**src/hdl/csd_pkg.sv**
```systemverilog
// Shared types and constants of the circular-scan disk scheduler.
`default_nettype none
package csd_pkg;

   localparam int CYL_W    = 16;
   localparam int TRAVEL_W = 18;

   // configuration register indexes
   localparam logic [1:0] REG_TOP_CYLINDER = 2'd0;
   localparam logic [1:0] REG_START_HEAD   = 2'd1;
   localparam logic [1:0] REG_SWEEP_UP     = 2'd2;

   // reset values of the configuration registers
   localparam logic [CYL_W-1:0] RESET_TOP  = 16'd199;
   localparam logic [CYL_W-1:0] RESET_HEAD = 16'd50;

   // command codes on the request channel
   localparam logic CMD_ADD = 1'b0;
   localparam logic CMD_RUN = 1'b1;

   // one command handed from the front end to the scheduler engine
   typedef struct packed {
      logic             run;
      logic [CYL_W-1:0] cyl;
      logic             ovf;
   } op_type;

   // configuration seen by the engine
   typedef struct packed {
      logic [CYL_W-1:0] top;
      logic [CYL_W-1:0] head;
      logic             up;
   } cfg_type;

   // engine states
   typedef enum logic [2:0] {
      ST_IDLE,
      ST_PASS1,
      ST_TOPFIX,
      ST_JUMP,
      ST_ZERO,
      ST_PASS2,
      ST_FLUSH
   } state_type;

endpackage
`default_nettype wire

```
**src/hdl/csd_front.sv**
```systemverilog
// Front end: takes request transfers, tracks fill count and drops, queues commands.
`default_nettype none
module csd_front #(
   parameter int MAX_PENDING = 32
) (
   input  wire                 clock,
   input  wire                 reset,
   input  wire                 in_valid,
   input  wire                 in_cmd,
   input  wire [15:0]          in_cyl,
   output logic                in_ready,
   output csd_pkg::op_type     op_out,
   output logic                op_push,
   input  wire                 op_room
);
   import csd_pkg::*;

   localparam int CNT_W = $clog2(MAX_PENDING + 1);

   logic [CNT_W-1:0] count_ff, count_in;
   logic             ovf_ff, ovf_in;
   logic             take;
   logic             full;

   assign in_ready = op_room;
   assign take     = in_valid & op_room;
   assign full     = (count_ff == CNT_W'(MAX_PENDING));

   // classify the transfer: store, drop or run
   always_comb begin
      count_in   = count_ff;
      ovf_in     = ovf_ff;
      op_push    = 1'b0;
      op_out.run = in_cmd;
      op_out.cyl = in_cyl;
      op_out.ovf = ovf_ff;
      if (take) begin
         if (in_cmd == CMD_RUN) begin
            op_push  = 1'b1;
            count_in = '0;
            ovf_in   = 1'b0;
         end else if (full) begin
            ovf_in = 1'b1;
         end else begin
            op_push  = 1'b1;
            count_in = count_ff + CNT_W'(1);
         end
      end
   end

   always_ff @(posedge clock) begin
      if (reset) begin
         count_ff <= '0;
         ovf_ff   <= 1'b0;
      end else begin
         count_ff <= count_in;
         ovf_ff   <= ovf_in;
      end
   end

   a_count_bound: assert property (@(posedge clock) disable iff (reset)
      count_ff <= CNT_W'(MAX_PENDING)) else $error("fill count above capacity");
   a_drop_flags: assert property (@(posedge clock) disable iff (reset)
      take && in_cmd == CMD_ADD && full |=> ovf_ff) else $error("drop not flagged");
   a_run_clears: assert property (@(posedge clock) disable iff (reset)
      take && in_cmd == CMD_RUN |=> count_ff == '0 && !ovf_ff)
      else $error("run did not clear store state");

endmodule
`default_nettype wire

```
**src/hdl/csd_queue.sv**
```systemverilog
// Two-entry command queue between front end and engine.
`default_nettype none
module csd_queue (
   input  wire              clock,
   input  wire              reset,
   input  wire              push,
   input  csd_pkg::op_type  push_op,
   output logic             room,
   output logic             avail,
   output csd_pkg::op_type  pop_op,
   input  wire              pop
);
   import csd_pkg::*;

   op_type     slot_ff [2];
   logic       wptr_ff, wptr_in;
   logic       rptr_ff, rptr_in;
   logic [1:0] fill_ff, fill_in;

   assign room   = (fill_ff != 2'd2);
   assign avail  = (fill_ff != 2'd0);
   assign pop_op = slot_ff[rptr_ff];

   // pointer and fill update
   always_comb begin
      wptr_in = wptr_ff ^ push;
      rptr_in = rptr_ff ^ pop;
      fill_in = fill_ff + {1'b0, push} - {1'b0, pop};
   end

   always_ff @(posedge clock) begin
      if (reset) begin
         wptr_ff <= 1'b0;
         rptr_ff <= 1'b0;
         fill_ff <= 2'd0;
      end else begin
         wptr_ff <= wptr_in;
         rptr_ff <= rptr_in;
         fill_ff <= fill_in;
      end
   end

   always_ff @(posedge clock) begin
      if (push) begin
         slot_ff[wptr_ff] <= push_op;
      end
   end

   a_no_overrun: assert property (@(posedge clock) disable iff (reset)
      push |-> room || pop) else $error("queue overrun");
   a_no_underrun: assert property (@(posedge clock) disable iff (reset)
      pop |-> avail) else $error("queue underrun");
   a_fill_track: assert property (@(posedge clock) disable iff (reset)
      push && !pop && fill_ff == 2'd0 |=> fill_ff == 2'd1) else $error("fill lost");

endmodule
`default_nettype wire

```
**src/hdl/csd_engine.sv**
```systemverilog
// Scheduler engine: sorted request ring, C-SCAN walk, travel sum, result register.
`default_nettype none
module csd_engine #(
   parameter int MAX_PENDING = 32
) (
   input  wire              clock,
   input  wire              reset,
   input  csd_pkg::cfg_type cfg,
   input  wire              op_avail,
   input  csd_pkg::op_type  op_in,
   output logic             op_pop,
   output logic             rsp_valid,
   input  wire              rsp_ready,
   output logic [15:0]      rsp_cyl,
   output logic [17:0]      rsp_travel,
   output logic             rsp_ovf,
   output logic             rsp_last
);
   import csd_pkg::*;

   localparam int N    = MAX_PENDING;
   localparam int CW   = (N > 1) ? $clog2(N) : 1;

   // sorted ring
   logic [CYL_W-1:0] cell_ff [N];
   logic [CYL_W-1:0] cell_in [N];
   logic [N-1:0]     valid_ff, valid_in;
   logic [N-1:0]     gt;

   state_type          state_ff, state_in;
   logic [CW-1:0]      cnt_ff, cnt_in;
   logic [CYL_W-1:0]   pos_ff, pos_in;
   logic [TRAVEL_W-1:0] acc_ff, acc_in;
   logic               top_done_ff, top_done_in;
   logic               ovf_ff, ovf_in;
   logic               up_ff, up_in;
   logic               hold_valid_ff, hold_valid_in;
   logic [CYL_W-1:0]   hold_cyl_ff, hold_cyl_in;

   logic               rsp_valid_ff, rsp_valid_in;
   logic [CYL_W-1:0]   rsp_cyl_ff, rsp_cyl_in;
   logic [TRAVEL_W-1:0] rsp_travel_ff, rsp_travel_in;
   logic               rsp_last_ff, rsp_last_in;
   logic               rsp_ovf_ff, rsp_ovf_in;

   // step decisions
   logic               go;
   logic               in_pass;
   logic [CYL_W-1:0]   cur;
   logic               cur_valid;
   logic               want_high;
   logic               merge_top;
   logic               member;
   logic               pass_end;
   logic               produce;
   logic [CYL_W-1:0]   prod_val;
   logic               rotate;
   logic [CYL_W-1:0]   cost;
   logic [TRAVEL_W:0]  sum;
   logic [TRAVEL_W:0]  jsum;

   assign go        = !rsp_valid_ff | rsp_ready;
   assign in_pass   = (state_ff == ST_PASS1) || (state_ff == ST_PASS2);
   assign cur       = up_ff ? cell_ff[0] : cell_ff[N-1];
   assign cur_valid = up_ff ? valid_ff[0] : valid_ff[N-1];
   assign want_high = ((state_ff == ST_PASS1) == up_ff);
   assign merge_top = want_high & !top_done_ff & cur_valid &
                      (up_ff ? (cfg.top < cur) : (cfg.top > cur));
   assign member    = cur_valid & ((cur >= cfg.head) == want_high);
   assign pass_end  = in_pass & go & !merge_top & (cnt_ff == CW'(N - 1));
   assign op_pop    = (state_ff == ST_IDLE) & op_avail;

   // what gets emitted this cycle
   always_comb begin
      produce  = 1'b0;
      prod_val = cur;
      rotate   = 1'b0;
      if (go) begin
         unique case (state_ff)
            ST_PASS1, ST_PASS2: begin
               if (merge_top) begin
                  produce  = 1'b1;
                  prod_val = cfg.top;
               end else begin
                  rotate  = 1'b1;
                  produce = member;
               end
            end
            ST_TOPFIX: begin
               produce  = !top_done_ff;
               prod_val = cfg.top;
            end
            ST_ZERO: begin
               produce  = 1'b1;
               prod_val = '0;
            end
            ST_IDLE, ST_JUMP, ST_FLUSH: begin
               produce = 1'b0;
            end
            default: produce = 1'b0;
         endcase
      end
   end

   assign cost = (pos_ff >= prod_val) ? (pos_ff - prod_val) : (prod_val - pos_ff);
   assign sum  = {1'b0, acc_ff} + {{(TRAVEL_W - CYL_W + 1){1'b0}}, cost};
   assign jsum = {1'b0, acc_ff} + {{(TRAVEL_W - CYL_W + 1){1'b0}}, cfg.top};

   // insertion position compare, one per cell
   always_comb begin
      for (int i = 0; i < N; i++) begin
         gt[i] = !valid_ff[i] | (cell_ff[i] > op_in.cyl);
      end
   end

   // ring update: insert, rotate, or clear at end of run
   always_comb begin
      for (int i = 0; i < N; i++) begin
         cell_in[i]  = cell_ff[i];
         valid_in[i] = valid_ff[i];
      end
      if (op_pop && !op_in.run) begin
         for (int i = 0; i < N; i++) begin
            if (gt[i]) begin
               if (i == 0) begin
                  cell_in[i]  = op_in.cyl;
                  valid_in[i] = 1'b1;
               end else if (!gt[i-1]) begin
                  cell_in[i]  = op_in.cyl;
                  valid_in[i] = 1'b1;
               end else begin
                  cell_in[i]  = cell_ff[i-1];
                  valid_in[i] = valid_ff[i-1];
               end
            end
         end
      end else if (rotate) begin
         for (int i = 0; i < N; i++) begin
            if (up_ff) begin
               cell_in[i]  = cell_ff[(i + 1) % N];
               valid_in[i] = valid_ff[(i + 1) % N];
            end else begin
               cell_in[i]  = cell_ff[(i + N - 1) % N];
               valid_in[i] = valid_ff[(i + N - 1) % N];
            end
         end
      end else if (state_ff == ST_FLUSH && go) begin
         valid_in = '0;
      end
   end

   // next state
   always_comb begin
      state_in = state_ff;
      unique case (state_ff)
         ST_IDLE:   if (op_pop && op_in.run) state_in = ST_PASS1;
         ST_PASS1:  if (pass_end) state_in = up_ff ? ST_TOPFIX : ST_ZERO;
         ST_TOPFIX: if (go) state_in = up_ff ? ST_JUMP : ST_FLUSH;
         ST_JUMP:   if (go) state_in = up_ff ? ST_ZERO : ST_PASS2;
         ST_ZERO:   if (go) state_in = up_ff ? ST_PASS2 : ST_JUMP;
         ST_PASS2:  if (pass_end) state_in = up_ff ? ST_FLUSH : ST_TOPFIX;
         ST_FLUSH:  if (go) state_in = ST_IDLE;
         default:   state_in = ST_IDLE;
      endcase
   end

   // datapath and result register updates
   always_comb begin
      cnt_in        = cnt_ff;
      pos_in        = pos_ff;
      acc_in        = acc_ff;
      top_done_in   = top_done_ff;
      ovf_in        = ovf_ff;
      up_in         = up_ff;
      hold_valid_in = hold_valid_ff;
      hold_cyl_in   = hold_cyl_ff;
      rsp_valid_in  = rsp_valid_ff & !rsp_ready;
      rsp_cyl_in    = rsp_cyl_ff;
      rsp_travel_in = rsp_travel_ff;
      rsp_last_in   = rsp_last_ff;
      rsp_ovf_in    = rsp_ovf_ff;
      if (op_pop && op_in.run) begin
         cnt_in      = '0;
         pos_in      = cfg.head;
         acc_in      = '0;
         top_done_in = 1'b0;
         ovf_in      = op_in.ovf;
         up_in       = cfg.up;
      end
      if (rotate) begin
         cnt_in = (cnt_ff == CW'(N - 1)) ? '0 : cnt_ff + CW'(1);
      end
      if (produce) begin
         if (hold_valid_ff) begin
            rsp_valid_in  = 1'b1;
            rsp_cyl_in    = hold_cyl_ff;
            rsp_travel_in = '0;
            rsp_last_in   = 1'b0;
            rsp_ovf_in    = ovf_ff;
         end
         hold_valid_in = 1'b1;
         hold_cyl_in   = prod_val;
         acc_in        = sum[TRAVEL_W] ? '1 : sum[TRAVEL_W-1:0];
         pos_in        = prod_val;
         if (prod_val == cfg.top && (state_ff == ST_TOPFIX || merge_top)) begin
            top_done_in = 1'b1;
         end
      end
      // wrap jump between the two groups
      if (state_ff == ST_JUMP && go) begin
         acc_in = jsum[TRAVEL_W] ? '1 : jsum[TRAVEL_W-1:0];
         pos_in = up_ff ? '0 : cfg.top;
      end
      if (state_ff == ST_TOPFIX && go) begin
         top_done_in = 1'b1;
      end
      // last stop carries the total
      if (state_ff == ST_FLUSH && go) begin
         rsp_valid_in  = 1'b1;
         rsp_cyl_in    = hold_cyl_ff;
         rsp_travel_in = acc_ff;
         rsp_last_in   = 1'b1;
         rsp_ovf_in    = ovf_ff;
         hold_valid_in = 1'b0;
      end
   end

   always_ff @(posedge clock) begin
      if (reset) begin
         state_ff      <= ST_IDLE;
         valid_ff      <= '0;
         hold_valid_ff <= 1'b0;
         rsp_valid_ff  <= 1'b0;
         cnt_ff        <= '0;
         top_done_ff   <= 1'b0;
      end else begin
         state_ff      <= state_in;
         valid_ff      <= valid_in;
         hold_valid_ff <= hold_valid_in;
         rsp_valid_ff  <= rsp_valid_in;
         cnt_ff        <= cnt_in;
         top_done_ff   <= top_done_in;
      end
   end

   always_ff @(posedge clock) begin
      for (int i = 0; i < N; i++) begin
         cell_ff[i] <= cell_in[i];
      end
      pos_ff        <= pos_in;
      acc_ff        <= acc_in;
      ovf_ff        <= ovf_in;
      up_ff         <= up_in;
      hold_cyl_ff   <= hold_cyl_in;
      rsp_cyl_ff    <= rsp_cyl_in;
      rsp_travel_ff <= rsp_travel_in;
      rsp_last_ff   <= rsp_last_in;
      rsp_ovf_ff    <= rsp_ovf_in;
   end

   assign rsp_valid  = rsp_valid_ff;
   assign rsp_cyl    = rsp_cyl_ff;
   assign rsp_travel = rsp_travel_ff;
   assign rsp_ovf    = rsp_ovf_ff;
   assign rsp_last   = rsp_last_ff;

   a_idle_hold_empty: assert property (@(posedge clock) disable iff (reset)
      state_ff == ST_IDLE |-> !hold_valid_ff) else $error("stop left in hold");
   a_top_served: assert property (@(posedge clock) disable iff (reset)
      state_ff == ST_FLUSH |-> top_done_ff && hold_valid_ff)
      else $error("top stop missing at end of run");
   a_idle_counter: assert property (@(posedge clock) disable iff (reset)
      state_ff == ST_IDLE |-> cnt_ff == '0) else $error("pass counter not home");
   a_flush_last: assert property (@(posedge clock) disable iff (reset)
      state_ff == ST_FLUSH && go |=> rsp_valid_ff && rsp_last_ff)
      else $error("final stop not marked last");

endmodule
`default_nettype wire

```
**src/hdl/circular_scan_disk_scheduler.sv**
```systemverilog
// Top level of the circular-scan disk scheduler: config registers and the three parts.
//
//  channel | dir | transfer when          | contents
//  req     | in  | req_tvalid&req_tready  | tuser: cmd; tdata: request_cylinder
//  rsp     | out | rsp_tvalid&rsp_tready  | tdata: served_cylinder, total_travel;
//          |     |                        | tuser: overflowed; tlast: is_last
//  csr     | in  | csr_we                 | csr_addr register index, csr_wdata value
//
// Requests may arrive back to back while the two-entry queue has room.
// A run, once popped from the queue, walks the ring in two passes with top, jump and zero
// steps between them and a flush step at the end; when sweeping down the top step follows the
// second pass. Stops found in a pass cost nothing extra; a top stop inside a pass is an extra step.
// Reset clears the ring valid bits, fill count and overflow flag.
// A stalled rsp side freezes the walk; the two-entry queue takes two commands meanwhile.
`default_nettype none
module circular_scan_disk_scheduler #(
   parameter int MAX_PENDING = 32
) (
   input  wire         clock,
   input  wire         reset,
   input  wire         req_tvalid,
   output logic        req_tready,
   input  wire  [15:0] req_tdata,   // [15:0] request_cylinder
   input  wire         req_tuser,   // [0] cmd
   output logic        rsp_tvalid,
   input  wire         rsp_tready,
   output logic [39:0] rsp_tdata,   // [15:0] served_cylinder, [33:16] total_travel, pad
   output logic        rsp_tuser,   // [0] overflowed
   output logic        rsp_tlast,
   input  wire         csr_we,
   input  wire  [1:0]  csr_addr,
   input  wire  [15:0] csr_wdata
);
   import csd_pkg::*;

   logic [CYL_W-1:0] top_ff, head_ff;
   logic             up_ff;
   cfg_type          cfg;
   op_type           f_op, q_op;
   logic             f_push, q_room, q_avail, q_pop;
   logic [15:0]      r_cyl;
   logic [17:0]      r_travel;

   // configuration registers
   always_ff @(posedge clock) begin
      if (reset) begin
         top_ff  <= RESET_TOP;
         head_ff <= RESET_HEAD;
         up_ff   <= 1'b1;
      end else if (csr_we) begin
         unique case (csr_addr)
            REG_TOP_CYLINDER: top_ff  <= csr_wdata;
            REG_START_HEAD:   head_ff <= csr_wdata;
            REG_SWEEP_UP:     up_ff   <= csr_wdata[0];
            default:          up_ff   <= up_ff;
         endcase
      end
   end

   assign cfg.top  = top_ff;
   assign cfg.head = head_ff;
   assign cfg.up   = up_ff;

   csd_front #(.MAX_PENDING(MAX_PENDING)) u_front (
      .clock    (clock),
      .reset    (reset),
      .in_valid (req_tvalid),
      .in_cmd   (req_tuser),
      .in_cyl   (req_tdata),
      .in_ready (req_tready),
      .op_out   (f_op),
      .op_push  (f_push),
      .op_room  (q_room)
   );

   csd_queue u_queue (
      .clock   (clock),
      .reset   (reset),
      .push    (f_push),
      .push_op (f_op),
      .room    (q_room),
      .avail   (q_avail),
      .pop_op  (q_op),
      .pop     (q_pop)
   );

   csd_engine #(.MAX_PENDING(MAX_PENDING)) u_engine (
      .clock      (clock),
      .reset      (reset),
      .cfg        (cfg),
      .op_avail   (q_avail),
      .op_in      (q_op),
      .op_pop     (q_pop),
      .rsp_valid  (rsp_tvalid),
      .rsp_ready  (rsp_tready),
      .rsp_cyl    (r_cyl),
      .rsp_travel (r_travel),
      .rsp_ovf    (rsp_tuser),
      .rsp_last   (rsp_tlast)
   );

   assign rsp_tdata = {6'd0, r_travel, r_cyl};

endmodule
`default_nettype wire

```
**config.mk**
```make
export PLATFORM = sky130hd
export DESIGN_NAME = circular_scan_disk_scheduler
export DESIGN_NICKNAME = d
export VERILOG_FILES = /design/src/hdl/csd_pkg.sv /design/src/hdl/csd_front.sv /design/src/hdl/csd_queue.sv /design/src/hdl/csd_engine.sv /design/src/hdl/circular_scan_disk_scheduler.sv
export SDC_FILE = /design/constraint.sdc
export NUM_CORES = 2
export LEC_CHECK = 0
export BUFFER_PORTS_ARGS = -buffer_cell sky130_fd_sc_hd__buf_2
export CAP_MARGIN = 20
export CORE_ASPECT_RATIO = 1.2
export CORE_UTILIZATION = 36
export DETAILED_ROUTE_END_ITERATION = 6
export GPL_ROUTABILITY_DRIVEN = 0
export SYNTH_ARGS = -nofsm -noshare
export SYNTH_HDL_FRONTEND = slang
export SYNTH_SLANG_ARGS = --single-unit
```
**constraint.sdc**
```tcl
create_clock -name clock -period 11.1 [get_ports clock]
set_clock_uncertainty 0.2 [all_clocks]
set_input_delay 1.11 -clock clock [delete_from_list [all_inputs] [get_ports clock]]
set_output_delay 1.11 -clock clock [all_outputs]
set_load 0.01 [all_outputs]
```
==> results.yml <==
status:
  outcome: "finished with violations"
  violations: "DRC"
critical_path:
  cp_slowest_stage_delay_ps: 870
  r2r_start: "u_engine.up_ff"
  crit_required_ps: 11440
  cp_data_arrival_time_ps: 10700
  worst_path_max_delay_cell: "nor2b_1"
  endpoint_kind: "register"
  r2r_slack_ps: 740
  worstPathMaxFanout: 58
  critical_path_class: "register to register"
  worstSetupStartpointType: "register"
  r2r_cells: 31
  rr_endpoint: "u_engine.acc_ff[8]"
timing:
  finalSetupViolations: 0
  hold_viol: 0
  fmax_mhz: 96.52
  slew_headroom_pct: 21.40
  tns_ps: 0
  drv_slew: 0
  min_period_ps: 10360
  rsz0062_at_grt: "false"
  tightest_slew_ps: 1175
  period_share_pct: 93.33
synth:
  yosysSeqAreaShare_pct: 42.98
  synth_fa_ha_area_share_pct: 16.09
  synth-seq-cells: 723
  synth-edff-count: 635
  avgSynthCellArea_um2: 10.18
  muxShareOfSynthArea_pct: 0.9629
  ys_top_cells_by_area: "edfxtp_1 (39%), ha_1 (16%), dfxtp_1 (3.6%), nand2_1 (3.3%), a222oi_1 (3.2%)"
  synth_area_um2: 48470
  syn_inst: 4761
  synth_top_area_share_pct: 39.34
  async_flop_share_pct: 0
  yosys.area_share.simple_pct: 11.95
  synth_area_leader_cell: "edfxtp_1"
  synth_compound_area_share_pct: 21.93
  synth-xor-area-share_pct: 0.8493
  synth_top_family_by_area: "compound AO/OA/AOI/OAI gates"
  synth.distinct_cells: 86
  yosysWarnings: 0
  ys.flop_type: "edfxtp_1"
min_path:
  hold_class: "register to register"
  hold_end: "u_engine.rsp_cyl[15]"
  hp-start: "u_engine.hold_cyl_ff[15]"
  hold_path_depth: 0
place:
  portBuffers: 77
  placed_area_um2: 50940
  detailed_place_hpwl_um: 118300
power:
  leakage_nw: 21.03
  peakVddDrop_mv: 0.2877
  power_density_nw_per_um2: 350.3
global_routing:
  grt_max_degree: 208
  grt_pass1_wl_um: 251700
  antenna_found_initial: 5
  grt_overflow: 0
  track_usage_pct: 24.21
  first_global_vias: 40340
drt:
  drt_first_pass_iters: 7
  routed_wl_um: 168700
  vias_per_cell: 6.210
  wl_per_cell_um: 25.54
  post-route-drc-count: 3
  drt-initial-drc-count: 4857
  vias: 41020
  ant_nets: 0
clock_network:
  htree_levels: 3
  clock_latency_ps: 680
  clkSinkCount: 723
  holdBufCountCts: 0
  cts_setup_buffers: 0
  cts_resized: 0
  cts_tree: "yes"
  clk_pin_slew_ps: 60
  cts_buffers: 83
  cts_buffer_depth: 3
  cts-root-buf: "clkbuf_16"
final_layout:
  finalNetCount: 5406
  drive_gt1_share_pct: 10.13
  area_growth_pct: 10.98
  design_area_um2: 53790
floorplan:
  dieArea_um2: 136100
  rows: 147
  die_w_um: 337.0
  coreArea_um2: 133700
  die_h_um: 403.9
  io_pins: 84
  start_util_pct: 36.25
job:
  maxCapViolations: 0
==> critical path, delay by kind of cell (launching register included) <==
kind	cells	cell delay, ps
AO/OA/AOI/OAI	15	4350
flip-flops	1	330
buffers and inverters	2	610
multiplexers	2	770
AND/OR/NAND/NOR	8	2580
adder cells (fa/ha/maj)	4	1310
==> final cells by class <==
| type | instances | area, µm² |
|---|---|---|
| sequential | 723 | 20830 |
| fill | 12950 | 79930 |
| inverter | 361 | 1355 |
| antenna | 1 | 2.502 |
| multi-input combinational | 3399 | 25400 |
| tap | 1788 | 2237 |
| clock buffer | 121 | 2357 |
| clock inverter | 35 | 359.1 |
| timing repair buffer | 177 | 1240 |
==> cell families after synthesis <==
family | Yosys count
compound gates | 1430
xor+xnor | 47
fa+ha+maj | 621
buf+inv | 644
flops | 723
mux | 46
other cells | 1
simple gates | 1249
==> registers in the layout (all words and copies together), names as in the netlist, 2 cells and up <==
register	count
u_engine.cnt_ff	5
u_engine.acc_ff	18
u_engine.state_ff	3
u_engine.cell_ff	512
u_engine.rsp_travel	18
u_engine.rsp_cyl	16
u_engine.pos_ff	16
u_front.count_ff	6
u_engine.valid_ff	32
u_queue.fill_ff	2
top_ff	16
u_engine.hold_cyl_ff	16
u_queue.slot_ff	36
head_ff	16
==> through the flow <==
stage	utilization (%)	hold WS, ps	instances	setup WS [ps]	total power, mW
finish	40.22	220.7	6605	740.0	18.84
global route	40.22	224.5	6605	48.99	20.06
CTS	40.13	220.3	6591	980.1	18.62
detailed placement	38.10	207.1	6435	1012	15.74
global placement	38.07	210.0	6431	1419	15.47
floorplan	-	200.3	4766	2886	12.45
==> worst max path at each step <==
stage | start | to | slack [ps] | cells past startpoint
global placement | u_engine.up_ff | u_engine.acc_ff[13] | 1420 | 31
CTS | u_engine.up_ff | u_engine.acc_ff[12] | 980 | 31
floorplan | u_engine.up_ff | u_engine.acc_ff[10] | 2890 | 38
detailed placement | u_engine.up_ff | u_engine.acc_ff[12] | 1010 | 31
global route | u_engine.up_ff | u_engine.acc_ff[9] | 50 | 32
finish | u_engine.up_ff | u_engine.acc_ff[8] | 740 | 31
==> cell usage in the layout, fill, tap and decap left out, types with 83 or more instances in the layout <==
master	instances
edfxtp_1	635
ha_1	617
nand2_1	429
nor2_1	365
inv_1	359
a21oi_1	286
o21ai_0	227
a221oi_1	155
a222oi_1	153
o221a_2	135
nand4_1	98
buf_4	90
dfxtp_1	87
clkbuf_16	86
nor2b_1	83
==> power breakdown <==
part | internal [mW] | switching [mW]
clock network | 1.62 | 1.20
logic | 3.89 | 6.01
registers | 4.86 | 1.26
total | 10.4 | 8.47
==> cell usage after synthesis (all sizes together), types with 16 or more instances <==
master	count
edfxtp	635
ha	617
nand2	432
nor2	367
inv	361
a21oi	287
o21ai	270
clkbuf	212
a221oi	155
a222oi	153
o221a	135
nand4	99
dfxtp	88
nor2b	84
buf	71
a21o	65
a221o	57
nand3	56
and2	49
nor3	47
o21a	45
mux2i	44
o22ai	44
a31oi	35
a211oi	33
a22o	30
xnor2	30
or3	24
nand2b	18
o21bai	18
xor2	17
a22oi	16
nor4	16
==> per-layer routing <==
| metal | global-route usage (%) | wire length [µm] | vias to the layer above |
|---|---|---|---|
| li1 | - | - | 18410 |
| met1 | 30.56 | 66630 | 20000 |
| met2 | 39.53 | 78510 | 2109 |
| met3 | 3.464 | 13750 | 493 |
| met4 | 13.64 | 9751 | 8 |
| met5 | 0 | 67 | - |
(Power assumes the default switching activity.)
